$ cat config.mk
export PLATFORM = sky130hd
export DESIGN_NAME = ultrasonic_ranging_median_top
export DESIGN_NICKNAME = d
export VERILOG_FILES = /design/src/design/urm_pkg.sv /design/src/design/urm_conv.sv /design/src/design/urm_sort.sv /design/src/design/urm_ctrl.sv /design/src/design/ultrasonic_ranging_median_top.sv
export SDC_FILE = /design/constraint.sdc
export NUM_CORES = 1
export LEC_CHECK = 0
export BUFFER_PORTS_ARGS = -buffer_cell sky130_fd_sc_hd__buf_2
export CORE_ASPECT_RATIO = 0.75
export CORE_MARGIN = 2
export CORE_UTILIZATION = 60
export CTS_BUF_LIST = sky130_fd_sc_hd__clkbuf_2 sky130_fd_sc_hd__clkbuf_4 sky130_fd_sc_hd__clkbuf_8
export CTS_CLUSTER_DIAMETER = 150
export DETAILED_ROUTE_END_ITERATION = 6
export GPL_TIMING_DRIVEN = 0
export PLACE_DENSITY = 0.82
export SYNTH_ARGS = -nofsm -noshare
export SYNTH_HDL_FRONTEND = slang
export SYNTH_SLANG_ARGS = --single-unit
$ cat constraint.sdc
create_clock -name clk -period 13.4 [get_ports clk]
set_clock_uncertainty 0.2 [all_clocks]
set_input_delay 1.34 -clock clk [delete_from_list [all_inputs] [get_ports clk]]
set_output_delay 1.34 -clock clk [all_outputs]
set_load 0.005 [all_outputs]
$ cat src/design/urm_pkg.sv
// ----------------------------------------------------------------------------
// urm_pkg
// Shared types and constants for the ultrasonic ranging median block.
// ----------------------------------------------------------------------------
`default_nettype none

package urm_pkg;

  // round shape
  localparam int ATTEMPTS        = 5;
  localparam int TRIG_LOW_TICKS  = 2;
  localparam int TRIG_HIGH_TICKS = 10;

  localparam int IDX_W  = (ATTEMPTS > 1) ? $clog2(ATTEMPTS) : 1;
  localparam int KEPT_W = $clog2(ATTEMPTS + 1);

  // field widths
  localparam int TICK_W  = 16;
  localparam int SCALE_W = 20;
  localparam int DIST_W  = 16;
  localparam int VCNT_W  = 3;
  localparam int CIDX_W  = 3;
  localparam int CDAT_W  = 20;

  // phase codes
  localparam logic [2:0] PH_IDLE      = 3'd0;
  localparam logic [2:0] PH_TRIG_LOW  = 3'd1;
  localparam logic [2:0] PH_TRIG_HIGH = 3'd2;
  localparam logic [2:0] PH_WAIT_RISE = 3'd3;
  localparam logic [2:0] PH_MEASURE   = 3'd4;
  localparam logic [2:0] PH_GAP       = 3'd5;

  // register indexes
  localparam logic [CIDX_W-1:0] REG_ECHO_TIMEOUT = 3'd0;
  localparam logic [CIDX_W-1:0] REG_SPEED_SCALE  = 3'd1;
  localparam logic [CIDX_W-1:0] REG_MIN_DIST     = 3'd2;
  localparam logic [CIDX_W-1:0] REG_MAX_DIST     = 3'd3;
  localparam logic [CIDX_W-1:0] REG_GAP_TICKS    = 3'd4;

  // register reset values
  localparam logic [TICK_W-1:0]  RST_ECHO_TIMEOUT = 16'd30000;
  localparam logic [SCALE_W-1:0] RST_SPEED_SCALE  = 20'd112394;
  localparam logic [DIST_W-1:0]  RST_MIN_DIST     = 16'd200;
  localparam logic [DIST_W-1:0]  RST_MAX_DIST     = 16'd40000;
  localparam logic [TICK_W-1:0]  RST_GAP_TICKS    = 16'd50000;

  typedef struct packed {
    logic [TICK_W-1:0]  echo_timeout_ticks;
    logic [SCALE_W-1:0] speed_scale_q16;
    logic [DIST_W-1:0]  min_distance;
    logic [DIST_W-1:0]  max_distance;
    logic [TICK_W-1:0]  gap_ticks;
  } cfg_t;

  typedef struct packed {
    logic              trigger;
    logic              busy_res;
    logic              done_res;
    logic [DIST_W-1:0] distance;
    logic [VCNT_W-1:0] hit_count;
    logic              no_valid;
  } res_t;

  typedef struct packed {
    logic              wr;
    logic [DIST_W-1:0] reading;
  } ins_t;

endpackage

`default_nettype wire

$ cat src/design/urm_conv.sv
// ----------------------------------------------------------------------------
// urm_conv
// Echo width to distance: scale, round, saturate and window check.
// ----------------------------------------------------------------------------
`default_nettype none

module urm_conv (
  input  wire logic [urm_pkg::TICK_W-1:0] width,
  input  wire urm_pkg::cfg_t              cfg,
  output logic [urm_pkg::DIST_W-1:0]      reading,
  output logic                            in_window
);
  import urm_pkg::*;

  logic [TICK_W+SCALE_W-1:0] prod;
  logic [TICK_W+SCALE_W:0]   rounded;
  logic [TICK_W+SCALE_W-16:0] scaled;

  always_comb begin
    prod    = width * cfg.speed_scale_q16;
    rounded = (TICK_W+SCALE_W+1)'(prod) + (TICK_W+SCALE_W+1)'(32768);
    scaled  = rounded[TICK_W+SCALE_W:16];
    if (scaled > (TICK_W+SCALE_W-15)'(16'hFFFF)) begin
      reading = '1;
    end else begin
      reading = scaled[DIST_W-1:0];
    end
    in_window = (reading >= cfg.min_distance) && (reading <= cfg.max_distance);
  end

endmodule

`default_nettype wire

$ cat src/design/urm_sort.sv
// ----------------------------------------------------------------------------
// urm_sort
// Sorted reading list with parallel compare-insert and median read.
// ----------------------------------------------------------------------------
`default_nettype none

module urm_sort (
  input  wire logic                       clk,
  input  wire urm_pkg::ins_t              ins,
  input  wire logic [urm_pkg::KEPT_W-1:0] kept,
  input  wire logic [urm_pkg::IDX_W-1:0]  mid,
  output logic [urm_pkg::DIST_W-1:0]      mid_dist
);
  import urm_pkg::*;

  logic [DIST_W-1:0] readings      [ATTEMPTS];
  logic [DIST_W-1:0] readings_next [ATTEMPTS];
  logic [ATTEMPTS-1:0] le;

  always_comb begin
    for (int i = 0; i < ATTEMPTS; i++) begin
      le[i] = (KEPT_W'(i) < kept) && (readings[i] <= ins.reading);
    end
    if (le[0]) begin
      readings_next[0] = readings[0];
    end else begin
      readings_next[0] = ins.reading;
    end
    for (int i = 1; i < ATTEMPTS; i++) begin
      if (le[i]) begin
        readings_next[i] = readings[i];
      end else if (le[i-1]) begin
        readings_next[i] = ins.reading;
      end else begin
        readings_next[i] = readings[i-1];
      end
    end
  end

  always_ff @(posedge clk) begin
    if (ins.wr) begin
      for (int i = 0; i < ATTEMPTS; i++) begin
        readings[i] <= readings_next[i];
      end
    end
  end

  assign mid_dist = readings[mid];

endmodule

`default_nettype wire

$ cat src/design/urm_ctrl.sv
// ----------------------------------------------------------------------------
// urm_ctrl
// Ranging sequencer: trigger pulse, echo timing, gap and round result.
// ----------------------------------------------------------------------------
`default_nettype none

module urm_ctrl (
  input  wire logic          clk,
  input  wire logic          rst,
  input  wire logic          step,
  input  wire logic          start_req,
  input  wire logic          echo,
  input  wire urm_pkg::cfg_t cfg,
  output urm_pkg::res_t      res
);
  import urm_pkg::*;

  logic [2:0]          phase, phase_next, phase_cur;
  logic [TICK_W-1:0]   tick_count, tick_count_next, tick_cur;
  logic [IDX_W-1:0]    attempt_index, attempt_index_next, attempt_cur;
  logic [KEPT_W-1:0]   kept_count, kept_count_next;
  logic [TICK_W:0]     tick_inc;
  logic                start_now;
  logic                keep;
  logic [DIST_W-1:0]   reading;
  logic                in_window;
  logic [IDX_W-1:0]    mid;
  logic [KEPT_W-1:0]   half;
  logic [DIST_W-1:0]   mid_dist;
  ins_t                ins;

  urm_conv u_conv (
    .width     (tick_count),
    .cfg       (cfg),
    .reading   (reading),
    .in_window (in_window)
  );

  urm_sort u_sort (
    .clk      (clk),
    .ins      (ins),
    .kept     (kept_count),
    .mid      (mid),
    .mid_dist (mid_dist)
  );

  always_comb begin
    half = kept_count >> 1;
    if (half >= KEPT_W'(ATTEMPTS)) begin
      mid = IDX_W'(ATTEMPTS - 1);
    end else begin
      mid = half[IDX_W-1:0];
    end
  end

  always_comb begin
    start_now   = (phase == PH_IDLE) && start_req;
    phase_cur   = start_now ? PH_TRIG_LOW : phase;
    tick_cur    = start_now ? '0 : tick_count;
    attempt_cur = start_now ? '0 : attempt_index;

    tick_inc           = {1'b0, tick_cur} + (TICK_W+1)'(1);
    phase_next         = phase_cur;
    tick_count_next    = tick_cur;
    attempt_index_next = attempt_cur;
    kept_count_next    = start_now ? '0 : kept_count;
    keep               = 1'b0;

    res             = '0;
    res.busy_res    = (phase_cur != PH_IDLE);

    unique case (phase_cur)
      PH_IDLE: begin
      end
      PH_TRIG_LOW: begin
        if (tick_inc >= (TICK_W+1)'(TRIG_LOW_TICKS)) begin
          phase_next      = PH_TRIG_HIGH;
          tick_count_next = '0;
        end else begin
          tick_count_next = tick_inc[TICK_W-1:0];
        end
      end
      PH_TRIG_HIGH: begin
        res.trigger = 1'b1;
        if (tick_inc >= (TICK_W+1)'(TRIG_HIGH_TICKS)) begin
          phase_next      = PH_WAIT_RISE;
          tick_count_next = '0;
        end else begin
          tick_count_next = tick_inc[TICK_W-1:0];
        end
      end
      PH_WAIT_RISE: begin
        if (echo) begin
          phase_next      = PH_MEASURE;
          tick_count_next = TICK_W'(1);
        end else if (tick_cur >= cfg.echo_timeout_ticks) begin
          phase_next      = PH_GAP;
          tick_count_next = '0;
        end else begin
          tick_count_next = tick_inc[TICK_W-1:0];
        end
      end
      PH_MEASURE: begin
        if (!echo) begin
          keep            = in_window && (kept_count < KEPT_W'(ATTEMPTS));
          phase_next      = PH_GAP;
          tick_count_next = '0;
        end else if (tick_cur >= cfg.echo_timeout_ticks) begin
          phase_next      = PH_GAP;
          tick_count_next = '0;
        end else begin
          tick_count_next = tick_inc[TICK_W-1:0];
        end
      end
      PH_GAP: begin
        if (tick_inc >= {1'b0, cfg.gap_ticks}) begin
          tick_count_next = '0;
          if ({1'b0, attempt_cur} + (IDX_W+1)'(1) >= (IDX_W+1)'(ATTEMPTS)) begin
            res.done_res = 1'b1;
            if (kept_count > KEPT_W'(7)) begin
              res.hit_count = VCNT_W'(7);
            end else begin
              res.hit_count = VCNT_W'(kept_count);
            end
            if (kept_count == '0) begin
              res.no_valid = 1'b1;
            end else begin
              res.distance = mid_dist;
            end
            phase_next         = PH_IDLE;
            attempt_index_next = '0;
          end else begin
            attempt_index_next = attempt_cur + IDX_W'(1);
            phase_next         = PH_TRIG_LOW;
          end
        end else begin
          tick_count_next = tick_inc[TICK_W-1:0];
        end
      end
      default: begin
        phase_next = PH_IDLE;
      end
    endcase

    if (keep) begin
      kept_count_next = kept_count + KEPT_W'(1);
    end

    ins.wr      = step && keep;
    ins.reading = reading;
  end

  always_ff @(posedge clk) begin
    if (rst) begin
      phase         <= PH_IDLE;
      tick_count    <= '0;
      attempt_index <= '0;
      kept_count    <= '0;
    end else if (step) begin
      phase         <= phase_next;
      tick_count    <= tick_count_next;
      attempt_index <= attempt_index_next;
      kept_count    <= kept_count_next;
    end
  end

endmodule

`default_nettype wire

$ cat src/design/ultrasonic_ranging_median_top.sv
// ----------------------------------------------------------------------------
// ultrasonic_ranging_median_top
// Ultrasonic echo ranging with median-of-attempts filtering.
//
// Each input transfer is one 1 us tick carrying start_req and the sampled
// echo level; every tick yields exactly one output transfer with the
// trigger level, busy/done flags and, on the done tick, the median distance
// in hundredths of a cm, the kept reading count and no_valid.
// An input transfer lands in an input register; when the output register can
// take a result, the sequencer, the scale multiply and the five-entry sorted
// insert work combinationally from it and load the output register, where the
// result is offered. One tick is taken every cycle while the output side keeps
// up.
// When out_stall is high the output register holds and the input register
// fills, then in_stall rises; nothing is dropped.
// Register writes on the cfg port are taken every cycle (cfg_ready is
// always high) and apply to the next processed tick.
// Synchronous reset empties both registers, returns the sequencer to idle
// and loads the register reset values; there is no clearing pass.
// ----------------------------------------------------------------------------
`default_nettype none

module ultrasonic_ranging_median_top (
  input  wire logic                       clk,
  input  wire logic                       rst,
  input  wire logic                       in_valid,
  output logic                            in_stall,
  input  wire logic                       start_req,
  input  wire logic                       echo,
  output logic                            out_valid,
  input  wire logic                       out_stall,
  output logic                            trigger,
  output logic                            busy_res,
  output logic                            done_res,
  output logic [urm_pkg::DIST_W-1:0]      distance,
  output logic [urm_pkg::VCNT_W-1:0]      hit_count,
  output logic                            no_valid,
  input  wire logic                       cfg_valid,
  output logic                            cfg_ready,
  input  wire logic [urm_pkg::CIDX_W-1:0] cfg_index,
  input  wire logic [urm_pkg::CDAT_W-1:0] cfg_data
);
  import urm_pkg::*;

  cfg_t cfg;
  res_t res;
  res_t res_q;
  logic in_full;
  logic in_start;
  logic in_echo;
  logic step;

  assign cfg_ready = 1'b1;

  always_ff @(posedge clk) begin
    if (rst) begin
      cfg.echo_timeout_ticks <= RST_ECHO_TIMEOUT;
      cfg.speed_scale_q16    <= RST_SPEED_SCALE;
      cfg.min_distance       <= RST_MIN_DIST;
      cfg.max_distance       <= RST_MAX_DIST;
      cfg.gap_ticks          <= RST_GAP_TICKS;
    end else if (cfg_valid && cfg_ready) begin
      unique case (cfg_index)
        REG_ECHO_TIMEOUT: cfg.echo_timeout_ticks <= cfg_data[TICK_W-1:0];
        REG_SPEED_SCALE:  cfg.speed_scale_q16    <= cfg_data[SCALE_W-1:0];
        REG_MIN_DIST:     cfg.min_distance       <= cfg_data[DIST_W-1:0];
        REG_MAX_DIST:     cfg.max_distance       <= cfg_data[DIST_W-1:0];
        REG_GAP_TICKS:    cfg.gap_ticks          <= cfg_data[TICK_W-1:0];
        default: begin
        end
      endcase
    end
  end

  // input register
  assign step     = in_full && (!out_valid || !out_stall);
  assign in_stall = in_full && !step;

  always_ff @(posedge clk) begin
    if (rst) begin
      in_full <= 1'b0;
    end else begin
      in_full <= (in_valid && !in_stall) || (in_full && !step);
    end
  end

  always_ff @(posedge clk) begin
    if (in_valid && !in_stall) begin
      in_start <= start_req;
      in_echo  <= echo;
    end
  end

  urm_ctrl u_ctrl (
    .clk       (clk),
    .rst       (rst),
    .step      (step),
    .start_req (in_start),
    .echo      (in_echo),
    .cfg       (cfg),
    .res       (res)
  );

  // output register
  always_ff @(posedge clk) begin
    if (rst) begin
      out_valid <= 1'b0;
    end else if (step) begin
      out_valid <= 1'b1;
    end else if (!out_stall) begin
      out_valid <= 1'b0;
    end
  end

  always_ff @(posedge clk) begin
    if (step) begin
      res_q <= res;
    end
  end

  assign trigger   = res_q.trigger;
  assign busy_res  = res_q.busy_res;
  assign done_res  = res_q.done_res;
  assign distance  = res_q.distance;
  assign hit_count = res_q.hit_count;
  assign no_valid  = res_q.no_valid;

  // checks
  a_done_busy: assert property (@(posedge clk) disable iff (rst)
    out_valid && done_res |-> busy_res && !trigger)
    else $error("done without busy");

  a_no_valid: assert property (@(posedge clk) disable iff (rst)
    out_valid && no_valid |-> done_res && hit_count == '0 && distance == '0)
    else $error("no_valid with data");

  a_count_range: assert property (@(posedge clk) disable iff (rst)
    out_valid && !done_res |-> hit_count == '0 && distance == '0)
    else $error("result fields outside done tick");

  a_stall_hold: assert property (@(posedge clk) disable iff (rst)
    in_full && out_valid && out_stall |=> in_full && out_valid)
    else $error("item lost under stall");

endmodule

`default_nettype wire

==> impl_metrics.yaml, run 1 <==
outcome:
  status: "complete, but fails checks"
  violations: "design-rule violations"
setup_path:
  critical_path_required_ns: 13.30
  cp_common_cell: "fa_1"
  crit_start: "cfg[49]"
  crit_type: "reg2reg"
  reg2regPathDepth: 28
  endpoint_kind: "flip-flop"
  cpPeakStageDelay_ns: 1.06
  cp_max_fo: 16
  r2r_setup_slack_ns: 1.09
  reg2reg_to: "u_ctrl.u_sort.readings[1][7]"
  worst_path_max_delay_cell: "o2111ai_1"
  arrival_ns: 12.21
  r2r-start: "cfg[49]"
  startpoint_type: "flip-flop"
route:
  drtIter0Drc: 2166
  drc: 5
  dr.pass1.iters: 7
  wl_per_cell_um: 21.4
  drt-total-wl_mm: 68.9
  ant_nets: 0
  avgViaCountPerCell: 6.09
  via_count: 19600
synthesis:
  syn_inst: 2629
  yosysSeqAreaShare: 0.214
  synthesis.nets: 3168
  synth_edf_count: 89
  yosysWarnings: 0
  ys_ff_latch: 200
  netlist_area_um2: 22900
  synth_cell_type_count: 77
  async_flop_share: 0
  postSynthAreaPerCell_um2: 8.70
  synth_flop_cell: "dfxtp_1"
clock_network:
  cts_resized: 0
  cts_root_buf: "clkbuf_8"
  clockBufferDepth: 2
  cts_buffers: 17
  cts_hold_buf: 0
  cts_tree: "yes"
  postCtsSetupBuffers: 0
  clk_latency_ns: 0.53
  path_clk_slew_ns: 0.13
  htree_levels: 4
  cts.sinks: 200
final_layout:
  seq_area_um2: 4890
  final_common_cell: "inv_1"
  final_cell_mix: "inv_1, nand2_1, ha_1"
  nets: 3241
  drive_gt1_frac: 0.0508
  multiInputGateArea_um2: 15900
  antenna_cells: 0
  instances_no_fill: 3219
  syn_to_final_growth_pct: 5.96
  n_fill_cell: 3099
timing:
  maxSlewHeadroom: 0.0982
  timing.hold.ws_ns: 0.266
  rsz0062_at_grt: "false"
  worstMarginPinSlew_ns: 1.35
  fmax_mhz: 81.2
  tns_ns: 0
  setup_violations: 0
  finalCriticalPeriod_ns: 12.31
  finalHoldViolations: 0
  slew_viol_final: 0
  post-route-period-util: 0.919
placement:
  dp_hpwl_mm: 56.6
  io_buffer_count: 53
  dp_cells: 3187
  place_congestion: 1.02
global_route:
  gr-usage-met2: 0.520
  busiest_layer: "met2"
  grt_use_met3: 0.103
  grt_use_met1: 0.518
  grt_pass1_wl_mm: 109
  grt_pass1_vias: 19600
  antenna_found_initial: 2
  grt_start_max_net_pins: 33
  grt_usage: 0.357
  grt_remaining_overflow: 0
pwr:
  p_leak_nw: 11.3
  ir_drop_mv: 0.0945
  power_w: 0.00121
  cellPowerDensity_nw_per_um2: 49.8
floorplanning:
  die-width_um: 229
  die_h_um: 173
  fp.coreArea_um2: 37300
  ioPinCount: 56
  rows: 61
  dieArea_um2: 39700
  start_util: 0.613
hold_path:
  hold_start: "cfg[25]"
  hold_end: "cfg[25]"
  min_path_cells: 2
  hp-class: "reg2reg"
job:
  maxCapViolCount: 0
## through the flow
stage	setup WS, ns	cell area (um^2)	util
after floorplan	3.38	22900	-
after global placement	1.06	23800	0.637
after detailed placement	1.70	23800	0.637
after CTS	1.50	24200	0.649
after global routing	0.742	24200	0.649
final	1.09	24200	0.649
## critical path, delay by kind of cell (launching register included)
family	cells	cell delay [ns]
adders and majority gates	8	3.83
DFF	1	0.81
AOI/OAI and AO/OA	7	3.39
buffers and inverters	4	1.25
and+or+nand+nor	9	2.36
## cells in the mapped netlist, types with 4 or more instances
library cell  instances  area share
a2111oi_0             4      0.0015
a211o_1               6      0.0023
a211oi_1              9      0.0030
a21o_1               31       0.010
a21oi_1             147       0.032
a221oi_1              5      0.0019
a22oi_1              17      0.0056
a31oi_1              30      0.0082
and2_1              179       0.049
and3_1                8      0.0022
and4_1                6      0.0023
buf_1                12      0.0020
buf_2                18      0.0039
clkbuf_1             99       0.016
dfxtp_1             111       0.097
edfxtp_1             89        0.12
fa_1                250        0.22
ha_1                259        0.14
inv_1               406       0.067
mux4_2               16       0.016
nand2_1             392       0.064
nand2b_1             22      0.0060
nand3_1              40      0.0088
nand4_1              33      0.0090
nor2_1              149       0.024
nor2b_1              43       0.012
nor3_1               21      0.0046
nor3b_1               6      0.0020
nor4_1                7      0.0019
o211ai_1             26      0.0085
o21a_1               21      0.0069
o21ai_0              55       0.012
o21bai_1              4      0.0013
o31ai_1               6      0.0020
or3_1                 7      0.0019
xnor2_1              21      0.0080
xor2_1               13      0.0050
## registers in the layout, summed over array words and instances (netlist names)
signal and cells:
trigger 1, cfg 84, busy_res 1, in_echo 1, u_ctrl.kept_count 3, u_ctrl.phase 3, in_full 1, distance 16
out_valid 1, u_ctrl.u_sort.readings 64, in_start 1, done_res 1, hit_count 3, u_ctrl.attempt_index 3, u_ctrl.tick_count 16, no_valid 1
## how the worst max path moves through the flow
stage	end	slack [ns]	cells after the start
final	u_ctrl.u_sort.readings[1][7]	1.09	28
after global routing	u_ctrl.u_sort.readings[1][6]	0.74	32
after CTS	u_ctrl.u_sort.readings[1][7]	1.50	32
after detailed placement	u_ctrl.u_sort.readings[1][4]	1.70	32
after global placement	u_ctrl.u_sort.readings[3][4]	1.06	34
after floorplan	u_ctrl.u_sort.readings[3][0]	3.38	34
## cells by family (layout without fill, tap and decap cells)
family,after synthesis,after routing,synth area share
and+or+nand+nor,933,933,0.196
buffers and inverters,537,623,0.0896
adders and majority gates,509,509,0.360
AOI/OAI and AO/OA,397,397,0.110
DFF,200,200,0.214
xor gates and xnor gates,34,34,0.0130
muxes,18,18,0.0166
other,1,1,0.000164
## per-layer routing
metal	part of all wire	vias up
li1	-	8726
met1	0.42	9471
met2	0.41	1214
met3	0.14	179
met4	0.032	2
met5	0.00016	-
## where the power goes
part | internal, W | switching, W | total, W | leakage (nW)
logic | 0.0000374 | 0.0000840 | 0.000121 | 9.34
registers | 0.000644 | 0.0000112 | 0.000655 | 1.74
clock network | 0.000151 | 0.000279 | 0.000431 | 0.220
## final cells by class
type	instances	share of cell area
timing repair buffer	54	0.0114
inverter	406	0.0629
clock buffer	17	0.00965
multi-input combinational	1892	0.658
buffer	131	0.0217
clock inverter	15	0.00883
tap	504	0.0260
sequential	200	0.202
Note: power is estimated with default switching activity, not from simulation.
==> run 2, diff against run 1 <==
Settings changed: ABC_AREA set to 1, SYNTH_HIERARCHICAL set to 1.
==> run 2 against run 1 <==
Total power increased to 3.6 times the previous value. The flow still finishes with violations (design-rule violations). Sequential power is 14% higher. Largest power group is now combinational cells. Clock power up 66%. Worst setup slack improved by 1.2 ns. Via count grew 21%.
==> impl_metrics.yaml, run 2 <==
outcome:
  status: "complete, but fails checks"
  violations: "design-rule violations"
final_layout:
  drive_gt1_frac: 0.0737
  nets: 4173
  final_cell_mix: "nand2_1, inv_1, nor2_1"
  instances_no_fill: 4223
  stdcell_area_um2: 27700
  regMostFlops: "cfg"
  largest_register_ffs: 84
  n_fill_cell: 3580
  final_common_cell: "nand2_1"
  syn_to_final_growth_pct: 7.48
  reg.largest.list: "cfg (84), u_ctrl/u_sort/readings (80)"
setup_path:
  arrival_ns: 11.04
  startpoint_type: "flip-flop"
  crit_type: "reg2reg"
  cp_common_cell: "inv_1"
  reg2reg_to: "u_ctrl/u_sort/readings[1][2]"
  cp_max_fo: 16
  crit_start: "cfg[59]"
  critical_path_required_ns: 13.35
  r2r-start: "cfg[59]"
  r2r_setup_slack_ns: 2.31
  cpPeakStageDelay_ns: 0.77
  reg2regPathDepth: 39
  endpoint_kind: "flip-flop"
  worst_path_max_delay_cell: "a21oi_2"
pwr:
  switchingPower_w: 0.00226
  ir_drop_mv: 0.277
  clock_power_share: 0.165
  p_leak_nw: 15.2
  p_seq_frac: 0.171
  internal_power_w: 0.00209
  swShare: 0.519
  comb_power_share: 0.664
  cellPowerDensity_nw_per_um2: 157
synthesis:
  yosysMostFrequentCell: "nand2_1"
  ys_ff_latch: 216
  netlist_area_um2: 25800
  yosys-top-cells-area: "fa_1, nand2_1, ha_1"
  synth.top_cells.by_count: "nand2_1, inv_1, nor2_1, ha_1, fa_1"
  postSynthAreaPerCell_um2: 7.32
  synth_flop_cell: "dfxtp_1"
  async_flop_share: 0
  synth_top_cell_by_area: "fa_1"
  syn_inst: 3526
  yosysSeqAreaShare: 0.208
  yosysWarnings: 6
  synth_edf_count: 105
  synthesis.nets: 4079
  synth_top_area_frac: 0.194
  synth_cell_type_count: 55
timing:
  slew_viol_final: 0
  setup_violations: 0
  tns_ns: 0
  finalHoldViolations: 0
  rsz0062_at_grt: "false"
  setup_slack_ns: 2.31
  post-route-period-util: 0.828
  fmax_mhz: 90.2
  worstMarginPinSlew_ns: 1.14
  finalCriticalPeriod_ns: 11.09
  timing.hold.ws_ns: 0.258
  maxSlewHeadroom: 0.233
route:
  dr.pass1.iters: 7
  dr_wl_met2_mm: 30.6
  wl_met1_mm: 31.8
  drc: 11
  ant_nets: 0
  drtIter0Drc: 2825
  via_count: 23600
  routed-wl-met3_mm: 10.8
  avgViaCountPerCell: 5.59
  wl_per_cell_um: 18.1
  top_layer: "met5"
  drt-total-wl_mm: 76.5
clock_network:
  cts_buffers: 37
  postCtsSetupBuffers: 0
  htree_levels: 2
  cts_tree: "yes"
  clk_latency_ns: 0.56
  cts_resized: 0
  cts_hold_buf: 0
  clockBufferDepth: 3
  cts_root_buf: "clkbuf_8"
  path_clk_slew_ns: 0.06
  cts.sinks: 216
placement:
  place_congestion: 0.990
  io_buffer_count: 54
  pre_cts_ws_ns: 2.22
  dp_cells: 4150
  place_area_um2: 26800
  dp_hpwl_mm: 61.0
hold_path:
  min_path_cells: 2
  hp-class: "reg2reg"
  hold_end: "cfg[27]"
  hold_start: "cfg[27]"
floorplanning:
  fp.coreArea_um2: 42200
  ioPinCount: 56
  rows: 65
  start_util: 0.611
  die-width_um: 243
  die_h_um: 184
  dieArea_um2: 44700
global_route:
  antenna_found_initial: 8
  grt_usage: 0.348
  grt_pass1_wl_mm: 120
  grt_remaining_overflow: 0
  grt_pass1_vias: 22600
  grt_start_max_net_pins: 21
job:
  maxCapViolCount: 0
run 2: cell families (layout without fill, tap and decap cells):
group / after synthesis / after routing / share of synthesized area
xor gates and xnor gates: 15 / 15 / 0.00592
AOI/OAI and AO/OA: 275 / 275 / 0.0573
adders and majority gates: 523 / 523 / 0.326
buffers and inverters: 871 / 994 / 0.133
and+or+nand+nor: 1624 / 1624 / 0.269
other: 2 / 7 / 0.000291
DFF: 216 / 216 / 0.208
run 2: metrics by stage:
step	util	total power, W
final	0.657	0.00435
after global routing	0.657	0.00470
after CTS	0.656	0.00425
after detailed placement	0.635	0.00352
after global placement	0.635	0.00342
after floorplan	-	0.00266
run 2: layout make-up:
class | count | area [um^2] | area share
clock inverter | 15 | 233 | 0.00839
tap | 569 | 712 | 0.0257
inverter | 731 | 2750 | 0.0990
antenna | 5 | 12.5 | 0.000451
sequential | 216 | 5380 | 0.194
timing repair buffer | 55 | 298 | 0.0107
multi-input combinational | 2439 | 17000 | 0.613
clock buffer | 53 | 654 | 0.0236
buffer | 140 | 692 | 0.0250
run 2: worst max-delay path by stage:
| stage | endpoint | slack, ns | depth (start not counted) |
|---|---|---|---|
| finish | u_ctrl/u_sort/readings[1][2] | 2.31 | 39 |
| CTS | u_ctrl/u_sort/readings[4][0] | 2.21 | 39 |
| global placement | u_ctrl/u_sort/readings[1][3] | 2.26 | 38 |
| detailed placement | u_ctrl/u_sort/readings[4][11] | 2.22 | 39 |
| floorplan | u_ctrl/u_sort/readings[0][0] | 4.62 | 40 |
| global route | u_ctrl/u_sort/readings[1][3] | 1.80 | 39 |
run 2: per-layer routing:
layer  vias up  GRT usage
met4         2      0.134
met3       204      0.106
met5         -     0.0109
li1      11000          -
met2      1459      0.498
met1     10900      0.492
run 2: worst max-delay path: cells and delay by family (launching register included):
kind            cells  cell delay (ns)
fa+ha+maj           8             4.19
buf+inv            12             2.14
simple gates       15             2.56
flops               1             0.33
compound gates      4             1.25
run 2: power groups by stage:
stage	registers [W]	clock network [W]	logic, W
after floorplan	0.000751	0	0.00191
after global placement	0.000757	0	0.00267
after detailed placement	0.000757	0	0.00276
after CTS	0.000744	0.000719	0.00279
after global routing	0.000746	0.000750	0.00321
final	0.000745	0.000716	0.00289
